File: src/hdl/tihm_pkg.sv
// tihm_pkg: shared types, codes and hash helpers for the tunnel IP hash map.
// No dependencies; used by the slot RAM, modulo unit, map unit and bench.
package tihm_pkg;

    // request kinds
    localparam logic REQ_LOOKUP = 1'b0;
    localparam logic REQ_INSERT = 1'b1;

    // result status codes
    localparam logic [1:0] STATUS_OK   = 2'd0;
    localparam logic [1:0] STATUS_MISS = 2'd1;
    localparam logic [1:0] STATUS_FULL = 2'd2;

    localparam int SLOT_INDEX_W = 10;

    // 64-bit FNV offset basis; prime 0x100000001b3 = 2^40 + 0x1b3
    localparam logic [63:0] FNV_BASIS       = 64'hcbf29ce484222325;
    localparam int          FNV_PRIME_SHIFT = 40;
    localparam logic [8:0]  FNV_PRIME_LO    = 9'h1b3;

    // bits of the 64-bit hash reduced per cycle in the modulo unit
    localparam int MOD_BITS_PER_CYCLE = 4;
    localparam int MOD_CYCLES         = 64 / MOD_BITS_PER_CYCLE;

    typedef enum logic [2:0] {
        ST_CLEAR,
        ST_IDLE,
        ST_HASH,
        ST_MOD,
        ST_PROBE
    } tihm_state_t;

    typedef struct packed {
        logic        valid;
        logic [31:0] tunnel_key;
        logic [31:0] inner_addr;
        logic [31:0] outer_addr;
    } slot_entry_t;

    // h * prime mod 2^64 as a shift plus a 64x9 constant product
    function automatic logic [63:0] fnv_mul(input logic [63:0] h);
        logic [63:0] lo;
        lo = h * {55'b0, FNV_PRIME_LO};
        return (h << FNV_PRIME_SHIFT) + lo;
    endfunction

endpackage

File: src/hdl/tihm_mod_unit.sv
// tihm_mod_unit: reduces the 64-bit hash to a slot number (hash mod depth).
// Power-of-two depth: registered mask of the low bits. Otherwise bit-serial, 4 bits a cycle.
// Depends on tihm_pkg.
module tihm_mod_unit #(
    parameter int TABLE_DEPTH = 1024
) (
    input  logic                           clk,
    input  logic                           rst_n,
    input  logic                           start,
    input  logic [63:0]                    value,
    output logic                           done,
    output logic [$clog2(TABLE_DEPTH)-1:0] result
);

    localparam int IDX_W    = $clog2(TABLE_DEPTH);
    localparam bit IS_POW2  = (TABLE_DEPTH == (1 << IDX_W));
    localparam int CNT_W    = $clog2(tihm_pkg::MOD_CYCLES);

    logic done_reg;
    logic done_next;

    always_ff @(posedge clk or negedge rst_n)
    begin
        if (!rst_n)
        begin
            done_reg <= 1'b0;
        end
        else
        begin
            done_reg <= done_next;
        end
    end

    assign done = done_reg;

    if (IS_POW2)
    begin : g_mask
        logic [IDX_W-1:0] res_reg;

        assign done_next = start;

        always_ff @(posedge clk)
        begin
            if (start)
            begin
                res_reg <= value[IDX_W-1:0];
            end
        end

        assign result = res_reg;
    end
    else
    begin : g_serial
        logic [63:0]      val_reg;
        logic [63:0]      val_next;
        logic [IDX_W-1:0] rem_reg;
        logic [IDX_W-1:0] rem_next;
        logic [CNT_W-1:0] cnt_reg;
        logic [CNT_W-1:0] cnt_next;
        logic             busy_reg;
        logic             busy_next;
        logic [IDX_W-1:0] rem_step;

        // restoring reduction: r = (2r + bit) mod depth, MSB first
        always_comb
        begin
            logic [IDX_W:0]   t;
            logic [IDX_W-1:0] r;
            r = rem_reg;
            for (int j = 0; j < tihm_pkg::MOD_BITS_PER_CYCLE; j++)
            begin
                t = {r, val_reg[63-j]};
                if (t >= (IDX_W+1)'(TABLE_DEPTH))
                begin
                    t = t - (IDX_W+1)'(TABLE_DEPTH);
                end
                r = t[IDX_W-1:0];
            end
            rem_step = r;
        end

        always_comb
        begin
            val_next  = val_reg;
            rem_next  = rem_reg;
            cnt_next  = cnt_reg;
            busy_next = busy_reg;
            done_next = 1'b0;
            if (start)
            begin
                val_next  = value;
                rem_next  = '0;
                cnt_next  = '0;
                busy_next = 1'b1;
            end
            else if (busy_reg)
            begin
                val_next = val_reg << tihm_pkg::MOD_BITS_PER_CYCLE;
                rem_next = rem_step;
                cnt_next = cnt_reg + 1'b1;
                if (cnt_reg == CNT_W'(tihm_pkg::MOD_CYCLES - 1))
                begin
                    busy_next = 1'b0;
                    done_next = 1'b1;
                end
            end
        end

        always_ff @(posedge clk or negedge rst_n)
        begin
            if (!rst_n)
            begin
                busy_reg <= 1'b0;
                cnt_reg  <= '0;
            end
            else
            begin
                busy_reg <= busy_next;
                cnt_reg  <= cnt_next;
            end
        end

        always_ff @(posedge clk)
        begin
            val_reg <= val_next;
            rem_reg <= rem_next;
        end

        assign result = rem_reg;
    end

endmodule

File: config.mk
export PLATFORM = sky130hd
export DESIGN_NAME = tihm_mod_unit
export DESIGN_NICKNAME = d
export VERILOG_FILES = /design/src/hdl/tihm_pkg.sv /design/src/hdl/tihm_mod_unit.sv
export SDC_FILE = /design/constraint.sdc
export NUM_CORES = 1
export LEC_CHECK = 0
export ABC_CLOCK_PERIOD_IN_PS = 800
export BUFFER_PORTS_ARGS = -buffer_cell sky130_fd_sc_hd__buf_4
export CAP_MARGIN = 20
export CORE_MARGIN = 2
export CORE_UTILIZATION = 21
export DETAILED_ROUTE_END_ITERATION = 10
export MAX_ROUTING_LAYER = met4
export PLACE_DENSITY = 0.77
export SYNTH_ARGS = -nofsm -noshare
export SYNTH_HDL_FRONTEND = slang
export SYNTH_SLANG_ARGS = --single-unit
export TNS_END_PERCENT = 100
File: constraint.sdc
create_clock -name clk -period 0.8 [get_ports clk]
set_input_delay 0.12 -clock clk [delete_from_list [all_inputs] [get_ports clk]]
set_output_delay 0.12 -clock clk [all_outputs]
set_load 0.005 [all_outputs]
==> impl_metrics.toml <==
[run_status]
outcome = "complete, but fails checks"
violations = "negative setup slack"

[detailed_routing]
vias_per_cell = 3.927
num_vias = 216
routed_wl_um = 748
dr.pass1.iters = 3
wl_per_cell_um = 13.60
post-route-drc-count = 0
ant_nets = 0
drt_iter0_drc = 2

[cts]
numCtsBuffers = 3
htree_num_levels = 1
cts-root-buf = "clkbuf_4"
clock_sinks = 11
cts_buffer_depth = 2
clkTransAtPathRegs_ps = 70
cts_tree = "done"

[final_layout]
largest_register_ffs = 10
multi_input_cells = 0
fill_cells = 156
stdcell_area_um2 = 565.5
fin_nets = 107
final_cells = 55
antenna_cells = 0
area_growth_pct = 73.85
drive_gt1_share_pct = 66.67
multiInputGateArea_um2 = 0

[hold_path]
hold_path_class = "in -> reg"
hp-start = "value[2]"

[timing]
slew_viol_final = 0
tightest_slew_ps = 135.8
finalWorstSetupSlack_ps = -125.2
finalSetupTns_ps = -1068
finalSetupViolations = 11
max_slew_margin_pct = 90.94
period_minus_slack_ps = 925.2
period_share_pct = 115.7
hold_viol = 0
rsz0062_at_grt = "true"
clock.fmax_ghz = 1.081

[global_route]
grt_pass1_wl_um = 1207
busiest_layer = "met1"
track_usage_pct = 9.946
grtUsageMet2_pct = 9.851
grt_max_degree = 12
met3_usage_pct = 2.917
first_global_vias = 240
gr-usage-met1_pct = 15.03
antenna_found_initial = 0
grt_remaining_overflow = 0

[critical_path]
cp-end-kind = "primary output"
crit_cells = 1
critPathLaunch = "result[1]"
required_ps = 680
worst_ep_arrival_time_ps = 810
path_delay_family = "flip-flops"
path_max_fanout = 1
crit_path_end = "result[1]"
crit_path_start_kind = "flip-flop"
slowest_delay_ps = 410
cpMaxStageDelayCell = "edfxtp_1"
worst-path-buf-inv = 1
crit_type = "reg -> out"
cp_cell_sequence = "buf_6"

[die]
die_w_um = 43.36
core-area_um2 = 1471
die-area_um2 = 1880
pin_count = 78
row_count = 14
start_util_pct = 22.11
die_y_um = 43.36

[placed_design]
preCtsSetupSlack_ps = 154.9
port_buffers = 23
gp_congestion = 0.7456
placed_cell_area_um2 = 518.0
dp_cells = 50

[power_and_ir_drop]
p_leak_nw = 0.2429
peakVddDrop_v = 0.0006680
power_per_cell_area_nw_per_um2 = 2106

[synth]
seq_area_frac_synth_pct = 100.0
synthesis.area_um2 = 325.3
syn-num-nets = 78
ys_ff_latch = 11
yosysUniqueCellTypes = 2
syn_area_per_cell_um2 = 29.57
syn_inst = 11
ys_warn_count = 0

[job]
cap_violations = 0
==> stage by stage <==
step | power, mW | util [%] | hold slack (ps)
detailed placement | 0.8309 | 35.20 | -101.4
CTS | 1.203 | 37.93 | 24.14
floorplan | 0.7057 | - | -175.6
global route | 1.255 | 38.44 | 17.53
global placement | 0.8251 | 35.20 | -103.9
finish | 1.191 | 38.44 | 32.28
==> layout by cell type (no fill, tap or decap) <==
cell type,synthesis,routed
edfxtp_1,10,10
buf_6,0,3
buf_4,0,20
clkbuf_1,0,1
dlygate4sd3_1,0,1
dfrtp_1,1,1
clkbuf_4,0,3
==> metal layers <==
layer / share of wire (%) / wire length (um)
met1: 48 / 361
met4: 0.80 / 6
met2: 37 / 277
met3: 14 / 103
met5: 0 / 0
==> what timing repair did <==
action / in CTS / in global routing
hold endpoints to repair: 1 / 0
hold buffers: 1 / 0
resized for setup: 1 / 2
setup endpoints to repair: 11 / 11
buffers inserted: 0 / 0
==> area by class of cell <==
class                 count  area [um^2]  share of cell area, %
Timing Repair Buffer     24        193.9                  34.29
Clock buffer              4        26.28                  4.646
Tap cell                 16        20.02                  3.540
Sequential cell          11        325.3                  57.52
==> how the worst min path moves through the flow <==
stage | endpoint | slack, ps | depth (start not counted)
final | result[2] | 30 | 1
after global routing | result[4] | 20 | 1
after CTS | result[2] | 20 | 1
after detailed placement | done | -100 | 1
after global placement | done | -100 | 1
after floorplan | done | -180 | 0
==> cells in the mapped netlist <==
library cell / count / area (um^2)
edfxtp_1: 10 / 300.3
dfrtp_1: 1 / 25.02
==> where the power goes <==
| part | switching, mW | internal, mW |
|---|---|---|
| Combinational | 0.0394 | 0.0937 |
| Clock | 0.173 | 0.193 |
| Sequential | 0.0170 | 0.676 |
| Total | 0.229 | 0.962 |
==> cells by family (layout without fill, tap and decap cells) <==
group                  count (synthesis)  count (layout)  synth area share [%]
flip-flops                            11              11                 100.0
buffers and inverters                  0              28                     0
No activity file was read; power rests on OpenSTA's default activity.
